## config.mk

```make
export PLATFORM = sky130hd
export DESIGN_NAME = rc_channel_conditioner_core
export DESIGN_NICKNAME = d
export VERILOG_FILES = /design/src/hdl/rcc_pkg.sv /design/src/hdl/rc_channel_conditioner_core.sv /design/src/hdl/rcc_scale_lane.sv /design/src/hdl/rcc_merge.sv
export SDC_FILE = /design/constraint.sdc
export NUM_CORES = 2
export LEC_CHECK = 0
export BUFFER_PORTS_ARGS = -buffer_cell sky130_fd_sc_hd__buf_4
export CELL_PAD_IN_SITES_DETAIL_PLACEMENT = 0
export CELL_PAD_IN_SITES_GLOBAL_PLACEMENT = 1
export CORE_MARGIN = 2
export CORE_UTILIZATION = 51
export DETAILED_ROUTE_END_ITERATION = 7
export PLACE_DENSITY_LB_ADDON = 0.1
export RECOVER_POWER = 25
export SLEW_MARGIN = 20
export SYNTH_ARGS = -nofsm -noshare
export SYNTH_HDL_FRONTEND = slang
export SYNTH_SLANG_ARGS = --single-unit
```

## constraint.sdc

```tcl
create_clock -name clk -period 22.4 [get_ports clk]
set_input_delay 2.24 -clock clk [delete_from_list [all_inputs] [get_ports clk]]
set_output_delay 2.24 -clock clk [all_outputs]
set_load 0.005 [all_outputs]
```

## src/hdl/rcc_pkg.sv

```systemverilog
`timescale 1ns / 1ps
`default_nettype none

package rcc_pkg;

  // Field widths
  localparam int RAW_W   = 11;
  localparam int GAIN_W  = 16;
  localparam int OFF_W   = 16;
  localparam int STICK_W = 12;
  localparam int MODE_W  = 16;
  localparam int FM_W    = 3;
  localparam int CNT_W   = 32;
  localparam int DB_W    = 10;
  localparam int TMO_W   = 16;

  localparam int N_STICK = 4;
  localparam int N_MODE  = 3;

  // Register reset values
  localparam logic [STICK_W-1:0] PWM_MIN_RST = 12'd1000;
  localparam logic [STICK_W-1:0] PWM_MAX_RST = 12'd2000;
  localparam logic [RAW_W-1:0]   ARM_THR_RST = 11'd1000;
  localparam logic [TMO_W-1:0]   TIMEOUT_RST = 16'd500;

  // Mode switch decode levels
  localparam logic [MODE_W-1:0] MODE_LOW  = 16'd1000;
  localparam logic [MODE_W-1:0] MODE_HIGH = 16'd1512;

  // Flight mode codes
  localparam logic [FM_W-1:0] FM_NONE = 3'd0;
  localparam logic [FM_W-1:0] FM_M1   = 3'd1;
  localparam logic [FM_W-1:0] FM_M2   = 3'd2;
  localparam logic [FM_W-1:0] FM_M3   = 3'd3;
  localparam logic [FM_W-1:0] FM_M4   = 3'd4;
  localparam logic [FM_W-1:0] FM_M5   = 3'd5;

  // Request kinds
  localparam logic OP_FRAME = 1'b0;
  localparam logic OP_TICK  = 1'b1;

  typedef enum logic [2:0] {
    REG_STICK_GAINS,
    REG_STICK_OFFSETS,
    REG_MODE_GAIN_OFFSET,
    REG_PWM_MIN,
    REG_PWM_MAX,
    REG_DEADBAND,
    REG_ARM_LEVEL,
    REG_SIGNAL_TIMEOUT
  } rcc_reg_t;

  typedef struct packed {
    logic             op;
    logic [RAW_W-1:0] roll_raw;
    logic [RAW_W-1:0] pitch_raw;
    logic [RAW_W-1:0] throttle_raw;
    logic [RAW_W-1:0] yaw_raw;
    logic [RAW_W-1:0] arm_raw;
    logic [RAW_W-1:0] mode_raw;
    logic [RAW_W-1:0] mode_backup_raw;
    logic [RAW_W-1:0] vehicle_mode_raw;
    logic             frame_lost;
    logic             failsafe_flag;
  } rcc_req_t;

  typedef struct packed {
    logic [STICK_W-1:0] roll_out;
    logic [STICK_W-1:0] pitch_out;
    logic [STICK_W-1:0] throttle_out;
    logic [STICK_W-1:0] yaw_out;
    logic [MODE_W-1:0]  mode_value;
    logic [MODE_W-1:0]  mode_backup_value;
    logic [MODE_W-1:0]  vehicle_mode_value;
    logic               armed;
    logic               signal_lost;
    logic [FM_W-1:0]    flight_mode;
    logic [CNT_W-1:0]   item_count;
  } rcc_rsp_t;

  // Commit-stage control from the lane stage
  typedef struct packed {
    logic go;
    logic tick;
    logic bad;
    logic arm_hit;
  } rcc_ctl_t;

  // Static settings used by the merge stage
  typedef struct packed {
    logic [STICK_W-1:0] pwm_min;
    logic [STICK_W-1:0] pwm_max;
    logic [DB_W-1:0]    deadband;
    logic [TMO_W-1:0]   timeout;
  } rcc_cfg_t;

  // Width of a signed scaled value: truncated product plus offset, with room to spare
  function automatic int sum_width(input int frac);
    int pw;
    pw = RAW_W + GAIN_W - frac;
    return ((pw > OFF_W) ? pw : OFF_W) + 2;
  endfunction

  function automatic logic [FM_W-1:0] decode_mode(input logic [MODE_W-1:0] m,
                                                 input logic [MODE_W-1:0] b,
                                                 input logic [FM_W-1:0]   prev);
    logic [FM_W-1:0] code;
    code = prev;
    if (m < MODE_LOW) begin
      if (b <= MODE_LOW) begin
        code = FM_M1;
      end else if (b <= MODE_HIGH) begin
        code = FM_M2;
      end else begin
        code = FM_M3;
      end
    end else if (b >= MODE_HIGH) begin
      if (m > MODE_LOW && m <= MODE_HIGH) begin
        code = FM_M4;
      end else if (m >= MODE_HIGH) begin
        code = FM_M5;
      end
    end
    return code;
  endfunction

endpackage

`default_nettype wire

```

## src/hdl/rc_channel_conditioner_core.sv

```systemverilog
`timescale 1ns / 1ps
`default_nettype none

// A request accepted on the channel is registered in the lane multiply stage and then
// committed by the commit stage, whose state also serves as the result register.
// Throughput: one request per cycle while rsp_stall does not hold back a shown result.
// Reset (rst, synchronous, active high) clears all held channel state, flags, counters,
// pipeline valids and loads the register defaults; no clearing pass is needed.
module rc_channel_conditioner_core #(
  parameter int GAIN_FRAC_BITS = 14
) (
  input  wire logic              clk,
  input  wire logic              rst,
  // request channel
  input  wire logic              req_valid,
  output logic                   req_stall,
  input  wire rcc_pkg::rcc_req_t req_data,
  // result channel
  output logic                   rsp_valid,
  input  wire logic              rsp_stall,
  output rcc_pkg::rcc_rsp_t      rsp_data,
  // configuration port
  input  wire logic              psel,
  input  wire logic              penable,
  input  wire logic              pwrite,
  input  wire logic [5:0]        paddr,
  input  wire logic [63:0]       pwdata,
  output logic [63:0]            prdata,
  output logic                   pready
);

  localparam int SW = rcc_pkg::sum_width(GAIN_FRAC_BITS);

  // ---------------------------------------------------------------------------
  // Configuration registers, one per 8-byte slot
  // ---------------------------------------------------------------------------
  logic [63:0]                  stick_gains;
  logic [63:0]                  stick_offsets;
  logic [31:0]                  mode_gain_offset;
  logic [rcc_pkg::STICK_W-1:0]  pwm_min;
  logic [rcc_pkg::STICK_W-1:0]  pwm_max;
  logic [rcc_pkg::DB_W-1:0]     deadband;
  logic [rcc_pkg::RAW_W-1:0]    arm_level;
  logic [rcc_pkg::TMO_W-1:0]    link_timeout;

  rcc_pkg::rcc_reg_t            reg_sel;
  logic                         cfg_wr;

  assign pready  = 1'b1;
  assign reg_sel = rcc_pkg::rcc_reg_t'(paddr[5:3]);
  assign cfg_wr  = psel && penable && pwrite && pready;

  always_ff @(posedge clk) begin
    if (rst) begin
      stick_gains      <= '0;
      stick_offsets    <= '0;
      mode_gain_offset <= '0;
      pwm_min          <= rcc_pkg::PWM_MIN_RST;
      pwm_max          <= rcc_pkg::PWM_MAX_RST;
      deadband         <= '0;
      arm_level        <= rcc_pkg::ARM_THR_RST;
      link_timeout     <= rcc_pkg::TIMEOUT_RST;
    end else if (cfg_wr) begin
      case (reg_sel)
        rcc_pkg::REG_STICK_GAINS:      stick_gains      <= pwdata;
        rcc_pkg::REG_STICK_OFFSETS:    stick_offsets    <= pwdata;
        rcc_pkg::REG_MODE_GAIN_OFFSET: mode_gain_offset <= pwdata[31:0];
        rcc_pkg::REG_PWM_MIN:          pwm_min          <= pwdata[rcc_pkg::STICK_W-1:0];
        rcc_pkg::REG_PWM_MAX:          pwm_max          <= pwdata[rcc_pkg::STICK_W-1:0];
        rcc_pkg::REG_DEADBAND:         deadband         <= pwdata[rcc_pkg::DB_W-1:0];
        rcc_pkg::REG_ARM_LEVEL:        arm_level        <= pwdata[rcc_pkg::RAW_W-1:0];
        rcc_pkg::REG_SIGNAL_TIMEOUT:   link_timeout     <= pwdata[rcc_pkg::TMO_W-1:0];
        default: begin
        end
      endcase
    end
  end

  always_comb begin
    case (reg_sel)
      rcc_pkg::REG_STICK_GAINS:      prdata = stick_gains;
      rcc_pkg::REG_STICK_OFFSETS:    prdata = stick_offsets;
      rcc_pkg::REG_MODE_GAIN_OFFSET: prdata = 64'(mode_gain_offset);
      rcc_pkg::REG_PWM_MIN:          prdata = 64'(pwm_min);
      rcc_pkg::REG_PWM_MAX:          prdata = 64'(pwm_max);
      rcc_pkg::REG_DEADBAND:         prdata = 64'(deadband);
      rcc_pkg::REG_ARM_LEVEL:        prdata = 64'(arm_level);
      rcc_pkg::REG_SIGNAL_TIMEOUT:   prdata = 64'(link_timeout);
      default:                       prdata = '0;
    endcase
  end

  // ---------------------------------------------------------------------------
  // Pipeline control
  //   stage 1: lane products registered, request flags captured
  //   stage 2: merge commits state, which is what rsp_data shows
  // The commit stalls only while a shown result is held off by rsp_stall;
  // stage 1 still fills behind it.
  // ---------------------------------------------------------------------------
  logic              s1_valid;
  logic              s1_tick;
  logic              s1_bad;
  logic              s1_arm_hit;
  logic              load;
  logic              commit;
  rcc_pkg::rcc_ctl_t ctl;
  rcc_pkg::rcc_cfg_t mcfg;

  assign commit    = s1_valid && (!rsp_valid || !rsp_stall);
  assign req_stall = s1_valid && !commit;
  assign load      = req_valid && !req_stall;

  always_ff @(posedge clk) begin
    if (rst) begin
      s1_valid  <= 1'b0;
      rsp_valid <= 1'b0;
    end else begin
      if (load) begin
        s1_valid <= 1'b1;
      end else if (commit) begin
        s1_valid <= 1'b0;
      end
      if (commit) begin
        rsp_valid <= 1'b1;
      end else if (!rsp_stall) begin
        rsp_valid <= 1'b0;
      end
    end
  end

  // only bit 0 of op matters; arm compare done early: user keeps threshold static while busy, block does not enforce
  always_ff @(posedge clk) begin
    if (load) begin
      s1_tick    <= (req_data.op == rcc_pkg::OP_TICK);
      s1_bad     <= req_data.frame_lost || req_data.failsafe_flag;
      s1_arm_hit <= req_data.arm_raw > arm_level;
    end
  end

  always_comb begin
    ctl.go      = commit;
    ctl.tick    = s1_tick;
    ctl.bad     = s1_bad;
    ctl.arm_hit = s1_arm_hit;
    mcfg.pwm_min  = pwm_min;
    mcfg.pwm_max  = pwm_max;
    mcfg.deadband = deadband;
    mcfg.timeout  = link_timeout;
  end

  // ---------------------------------------------------------------------------
  // Scaling lanes: four sticks with their own gain/offset, three mode
  // channels sharing one gain/offset
  // ---------------------------------------------------------------------------
  logic [rcc_pkg::RAW_W-1:0] stick_raw [rcc_pkg::N_STICK];
  logic [rcc_pkg::RAW_W-1:0] mode_raw  [rcc_pkg::N_MODE];
  logic signed [SW-1:0]      stick_v   [rcc_pkg::N_STICK];
  logic signed [SW-1:0]      mode_v    [rcc_pkg::N_MODE];

  always_comb begin
    stick_raw[0] = req_data.roll_raw;
    stick_raw[1] = req_data.pitch_raw;
    stick_raw[2] = req_data.throttle_raw;
    stick_raw[3] = req_data.yaw_raw;
    mode_raw[0]  = req_data.mode_raw;
    mode_raw[1]  = req_data.mode_backup_raw;
    mode_raw[2]  = req_data.vehicle_mode_raw;
  end

  for (genvar i = 0; i < rcc_pkg::N_STICK; i++) begin : g_stick
    rcc_scale_lane #(
      .GAIN_FRAC_BITS(GAIN_FRAC_BITS)
    ) u_lane (
      .clk    (clk),
      .en     (load),
      .raw    (stick_raw[i]),
      .gain   (stick_gains[rcc_pkg::GAIN_W*i +: rcc_pkg::GAIN_W]),
      .offset ($signed(stick_offsets[rcc_pkg::OFF_W*i +: rcc_pkg::OFF_W])),
      .value  (stick_v[i])
    );
  end

  for (genvar i = 0; i < rcc_pkg::N_MODE; i++) begin : g_mode
    rcc_scale_lane #(
      .GAIN_FRAC_BITS(GAIN_FRAC_BITS)
    ) u_lane (
      .clk    (clk),
      .en     (load),
      .raw    (mode_raw[i]),
      .gain   (mode_gain_offset[rcc_pkg::GAIN_W-1:0]),
      .offset ($signed(mode_gain_offset[31:rcc_pkg::GAIN_W])),
      .value  (mode_v[i])
    );
  end

  rcc_merge #(
    .GAIN_FRAC_BITS(GAIN_FRAC_BITS)
  ) u_merge (
    .clk     (clk),
    .rst     (rst),
    .ctl     (ctl),
    .cfg     (mcfg),
    .stick_v (stick_v),
    .mode_v  (mode_v),
    .rsp     (rsp_data)
  );

  // back-pressure toward the sender only comes from a held result
  a_stall_cause: assert property (@(posedge clk) disable iff (rst)
    req_stall |-> s1_valid && rsp_valid && rsp_stall)
    else $error("request stalled without a blocked result");

endmodule

`default_nettype wire

```

## src/hdl/rcc_scale_lane.sv

```systemverilog
`timescale 1ns / 1ps
`default_nettype none

// One channel: registered raw * gain >> frac, then signed offset added.
module rcc_scale_lane #(
  parameter int GAIN_FRAC_BITS = 14
) (
  input  wire logic                                             clk,
  input  wire logic                                             en,
  input  wire logic [rcc_pkg::RAW_W-1:0]                        raw,
  input  wire logic [rcc_pkg::GAIN_W-1:0]                       gain,
  input  wire logic signed [rcc_pkg::OFF_W-1:0]                 offset,
  output logic signed [rcc_pkg::sum_width(GAIN_FRAC_BITS)-1:0]  value
);

  localparam int FULL_W = rcc_pkg::RAW_W + rcc_pkg::GAIN_W;
  localparam int PW     = FULL_W - GAIN_FRAC_BITS;
  localparam int SW     = rcc_pkg::sum_width(GAIN_FRAC_BITS);

  logic [FULL_W-1:0] full;
  logic [PW-1:0]     prod;

  assign full = {{rcc_pkg::GAIN_W{1'b0}}, raw} * {{rcc_pkg::RAW_W{1'b0}}, gain};

  always_ff @(posedge clk) begin
    if (en) begin
      prod <= full[FULL_W-1:GAIN_FRAC_BITS];
    end
  end

  assign value = $signed(SW'(prod)) + SW'(offset);

endmodule

`default_nettype wire

```

## src/hdl/rcc_merge.sv

```systemverilog
`timescale 1ns / 1ps
`default_nettype none

// Commit stage: clamp/deadband per stick, mode saturation and decode,
// link-loss tracking and item counter. State doubles as the result register.
module rcc_merge #(
  parameter int GAIN_FRAC_BITS = 14
) (
  input  wire logic                                                clk,
  input  wire logic                                                rst,
  input  wire rcc_pkg::rcc_ctl_t                                   ctl,
  input  wire rcc_pkg::rcc_cfg_t                                   cfg,
  input  wire logic signed [rcc_pkg::sum_width(GAIN_FRAC_BITS)-1:0] stick_v [rcc_pkg::N_STICK],
  input  wire logic signed [rcc_pkg::sum_width(GAIN_FRAC_BITS)-1:0] mode_v  [rcc_pkg::N_MODE],
  output rcc_pkg::rcc_rsp_t                                        rsp
);

  localparam int SW = rcc_pkg::sum_width(GAIN_FRAC_BITS);

  logic [rcc_pkg::STICK_W-1:0] held      [rcc_pkg::N_STICK];
  logic [rcc_pkg::STICK_W-1:0] held_next [rcc_pkg::N_STICK];
  logic [rcc_pkg::MODE_W-1:0]  mode_scaled      [rcc_pkg::N_MODE];
  logic [rcc_pkg::MODE_W-1:0]  mode_scaled_next [rcc_pkg::N_MODE];
  logic                        armed_flag, armed_flag_next;
  logic                        lost_flag, lost_flag_next;
  logic [rcc_pkg::FM_W-1:0]    mode_code, mode_code_next;
  logic [rcc_pkg::CNT_W-1:0]   ms_since_good, ms_since_good_next;
  logic [rcc_pkg::CNT_W-1:0]   items_seen;

  logic                        good;
  logic [rcc_pkg::STICK_W-1:0] clamped [rcc_pkg::N_STICK];
  logic [rcc_pkg::STICK_W-1:0] delta   [rcc_pkg::N_STICK];
  logic [rcc_pkg::MODE_W-1:0]  sat     [rcc_pkg::N_MODE];

  assign good = !ctl.tick && !ctl.bad;

  always_comb begin
    for (int i = 0; i < rcc_pkg::N_STICK; i++) begin
      if (stick_v[i] < $signed(SW'(cfg.pwm_min))) begin
        clamped[i] = cfg.pwm_min;
      end else if (stick_v[i] > $signed(SW'(cfg.pwm_max))) begin
        clamped[i] = cfg.pwm_max;
      end else begin
        clamped[i] = stick_v[i][rcc_pkg::STICK_W-1:0];
      end
      delta[i] = (clamped[i] > held[i]) ? (clamped[i] - held[i]) : (held[i] - clamped[i]);
      held_next[i] = (good && delta[i] > rcc_pkg::STICK_W'(cfg.deadband)) ? clamped[i]
                                                                          : held[i];
    end
    for (int i = 0; i < rcc_pkg::N_MODE; i++) begin
      if (mode_v[i][SW-1]) begin
        sat[i] = '0;
      end else if (mode_v[i] > $signed(SW'({rcc_pkg::MODE_W{1'b1}}))) begin
        sat[i] = '1;
      end else begin
        sat[i] = mode_v[i][rcc_pkg::MODE_W-1:0];
      end
      mode_scaled_next[i] = good ? sat[i] : mode_scaled[i];
    end
    armed_flag_next = good ? ctl.arm_hit : armed_flag;
    mode_code_next  = good ? rcc_pkg::decode_mode(sat[0], sat[1], mode_code) : mode_code;

    // time only moves on ticks; a good frame restarts it
    if (ctl.tick) begin
      ms_since_good_next = (ms_since_good == '1) ? ms_since_good : ms_since_good + 1'b1;
    end else if (ctl.bad) begin
      ms_since_good_next = ms_since_good;
    end else begin
      ms_since_good_next = '0;
    end

    if (ctl.tick) begin
      lost_flag_next = lost_flag ||
                       (ms_since_good_next > rcc_pkg::CNT_W'(cfg.timeout));
    end else begin
      lost_flag_next = ctl.bad;
    end
  end

  always_ff @(posedge clk) begin
    if (rst) begin
      for (int i = 0; i < rcc_pkg::N_STICK; i++) begin
        held[i] <= '0;
      end
      for (int i = 0; i < rcc_pkg::N_MODE; i++) begin
        mode_scaled[i] <= '0;
      end
      armed_flag    <= 1'b0;
      lost_flag     <= 1'b0;
      mode_code     <= rcc_pkg::FM_NONE;
      ms_since_good <= '0;
      items_seen    <= '0;
    end else if (ctl.go) begin
      held          <= held_next;
      mode_scaled   <= mode_scaled_next;
      armed_flag    <= armed_flag_next;
      lost_flag     <= lost_flag_next;
      mode_code     <= mode_code_next;
      ms_since_good <= ms_since_good_next;
      items_seen    <= items_seen + 1'b1;
    end
  end

  always_comb begin
    rsp.roll_out           = held[0];
    rsp.pitch_out          = held[1];
    rsp.throttle_out       = held[2];
    rsp.yaw_out            = held[3];
    rsp.mode_value         = mode_scaled[0];
    rsp.mode_backup_value  = mode_scaled[1];
    rsp.vehicle_mode_value = mode_scaled[2];
    rsp.armed              = armed_flag;
    rsp.signal_lost        = lost_flag;
    rsp.flight_mode        = mode_code;
    rsp.item_count         = items_seen;
  end

  a_count_step: assert property (@(posedge clk) disable iff (rst)
    ctl.go |=> items_seen == $past(items_seen) + 32'd1)
    else $error("item counter did not step on commit");

  a_mode_range: assert property (@(posedge clk) disable iff (rst)
    mode_code <= rcc_pkg::FM_M5)
    else $error("flight mode code out of range");

  a_good_clears: assert property (@(posedge clk) disable iff (rst)
    ctl.go && !ctl.tick && !ctl.bad |=> !lost_flag && ms_since_good == '0)
    else $error("good frame did not clear link loss");

  a_hold_idle: assert property (@(posedge clk) disable iff (rst)
    !ctl.go |=> $stable(items_seen) && $stable(lost_flag) && $stable(mode_code))
    else $error("state moved without a commit");

endmodule

`default_nettype wire

```

==> flow_summary.ini <==
[status]
status = complete, but fails checks
violations = max-capacitance violations, max-slew violations

[min_path]
min_to = link_timeout[11]
worstHoldPathCells = 2
worstHoldStart = link_timeout[11]
min_path_type = reg2reg

[sta]
finalSetupViolations = 0
worstMarginPinSlew_ns = 4.60
totalNegativeSetupSlack_ns = 0
fin_hold_ws_ns = 0.459
fin_skew_ns = 0.0335
rsz0062_at_grt = false
fin_crit_sh_pct = 45.5
max_freq_mhz = 98.0
slew_headroom_pct = -207
timing.final.crit_period_ns = 10.20
finalMaxSlewViolations = 246
hold_viol_final = 0

[worst_setup_path]
endpoint_kind = flop
regToRegEndpoint = u_merge.rsp[96]
crit_type = reg2reg
cp.arrival_ns = 10.78
critical_path.top_delay_family = compound AO/OA/AOI/OAI gates
crit_path_max_fanout = 19
r2r_setup_slack_ns = 12.20
cp_common_cell = ha_1
slowest_delay_ns = 0.74
worst_path_max_delay_cell = a2111oi_0
start_kind = flop
worst-path-buf-inv = 2
timing.rr.start = g_stick[3].u_lane.prod[0]
crit_required_ns = 22.98
ff2ff_path_depth = 34

[synth]
seq_area_frac_synth_pct = 15.5
synth_area_per_cell_sq_um = 8.53
syn-num-nets = 9827
yosysWarnings = 0
ys_dominant_reg_cell = dfxtp_1
async_flop_share_pct = 0
yosys.cell_types.count = 99
syn-cell-area_sq_mm = 0.0683
synth_edf_count = 94
syn_inst = 7998
ys_ff_latch = 482

[finish]
layout.nets = 9918
seq_area_sq_mm = 0.0106
multi_input_area_sq_mm = 0.0523
layout-drive-gt1-share_pct = 7.71
final_cell_mix = 1404 x nand2_1, 1031 x inv_1, 883 x fa_1
area_delta_synth_final_pct = 8.85
fin_cells = 9915
layout_commonest_cell = nand2_1
fill_cells = 12500

[die]
io_pins = 368
die-area_sq_mm = 0.137
floorplan.initialDensity_pct = 51.3
placement_rows = 134
fp.dieW_um = 370
die_y_um = 370
core-area_sq_mm = 0.133

[global_routing]
grt_pass1_wl_um = 328000
antenna_found_initial = 14
grt.overflow.total = 0
grt_usage_pct = 30.8
grt_pass1_vias = 56300
grt_max_degree = 99

[drt]
finalWirelength_um = 211000
vias = 57000
ant_nets = 0
dr.pass1.iters = 6
drt_iter0_drc = 3897
viasPerCell = 5.75
drcViolationCount = 0
routedWlPerCell_um = 21.2

[pwr]
powerDensity_mw_per_mm2 = 34.9
ir_drop_mv = 0.0603
p_leak_nw = 33.4
finalPower_mw = 2.59

[clocking]
cts.clk_slew.worst_paths_ns = 0.06
cts-htree-levels = 2
cts_buffers = 61
ctsResizeCount = 0
cts_tree = yes
root_buffer = clkbuf_16
postCtsHoldBufs = 0
post-cts-setup-buffers = 0
clock_latency_ns = 0.71
cts_buffer_depth = 3
cts.sinks = 482

[place]
io_buffers = 363
gp_congestion = 0.984
hpwl_um = 164000
dp_cells = 9794

[job]
maxCapViolCount = 4
[how the worst max path moves through the flow]
stage                                   start                to  slack (ns)  cells past startpoint
floorplan           g_stick[1].u_lane.prod[0]  u_merge.rsp[111]       13.96                     38
global placement    g_stick[3].u_lane.prod[0]   u_merge.rsp[86]       12.57                     33
detailed placement  g_stick[1].u_lane.prod[0]  u_merge.rsp[119]       12.41                     35
CTS                 g_stick[1].u_lane.prod[0]  u_merge.rsp[113]       12.37                     35
global route        g_stick[1].u_lane.prod[0]  u_merge.rsp[114]       11.43                     37
finish              g_stick[3].u_lane.prod[0]   u_merge.rsp[96]       12.20                     34
[cell usage after synthesis (all sizes together), types with 37 or more instances]
cell / instances / area, sq um
o21a: 66 / 495
nor2: 367 / 1380
xnor2: 132 / 1160
a211oi: 41 / 308
dfxtp: 388 / 7770
a22o: 66 / 578
xor2: 83 / 727
nand2: 1407 / 5280
mux2i: 102 / 1020
a21o: 101 / 758
nor3: 94 / 470
and2: 455 / 2850
and3: 53 / 332
inv: 1031 / 3870
nand4: 61 / 382
clkbuf: 358 / 1340
nand2b: 53 / 332
nor2b: 52 / 325
ha: 778 / 9730
o211ai: 56 / 425
or3: 39 / 244
edfxtp: 94 / 2820
o21ai: 179 / 900
mux2: 37 / 450
nand3: 106 / 531
fa: 883 / 17700
a21oi: 472 / 2400
buf: 40 / 208
[worst min-delay path, stage by stage, from the launching register on]
cell	delay (ns)
dfxtp_1	0.31
nand2_1	0.05
a21oi_1	0.05
[metrics by stage]
stage               worst slack (ns)  util, %  instance area [sq um]
floorplan                      13.96        -                  68300
global placement               12.57     54.2                  72200
detailed placement             12.41     54.3                  72200
CTS                            12.37     55.9                  74400
global route                   11.43     55.8                  74300
finish                         12.20     55.8                  74300
[state kept, by name (all words and copies together), names as in the netlist]
name                   flops
arm_level                 11
deadband                  10
g_mode.u_lane.prod        39
g_stick.u_lane.prod       52
link_timeout              16
mode_gain_offset          32
pwm_max                   12
pwm_min                   12
rsp_valid                  1
s1_arm_hit                 1
s1_bad                     1
s1_tick                    1
s1_valid                   1
stick_gains               64
stick_offsets             64
u_merge.armed_flag         1
u_merge.items_seen        32
u_merge.lost_flag          1
u_merge.mode_code          3
u_merge.ms_since_good     32
u_merge.rsp               96
[logic make-up after synthesis]
logic type | share of synthesized area, %
buffers and inverters | 7.95
other | 0.00549
muxes | 2.45
AOI/OAI and AO/OA | 12.4
and+or+nand+nor | 18.7
xor gates and xnor gates | 2.77
adders and majority gates | 40.2
DFF | 15.5
[where the power goes]
part	internal (mW)	leakage, nW	switching [mW]	total (mW)
Combinational	0.229	28.3	0.385	0.613
Clock	0.613	1.04	0.443	1.06
Sequential	0.902	4.10	0.0190	0.921
[routing by layer]
metal	routed length [um]	GRT usage (%)
met5	57	0
met4	7130	9.83
met3	14500	4.32
met2	97300	50.1
met1	91500	42.2
[layout make-up]
cell class	instances	share of cell area (%)
repair buffers	426	4.20
inverters	1032	5.21
clock buffers	86	2.37
well taps	1768	2.98
flip-flops and latches	482	14.3
diodes	6	0.0202
multi-input cells	6086	70.4
clock inverters	29	0.524
(Power assumes the default switching activity.)
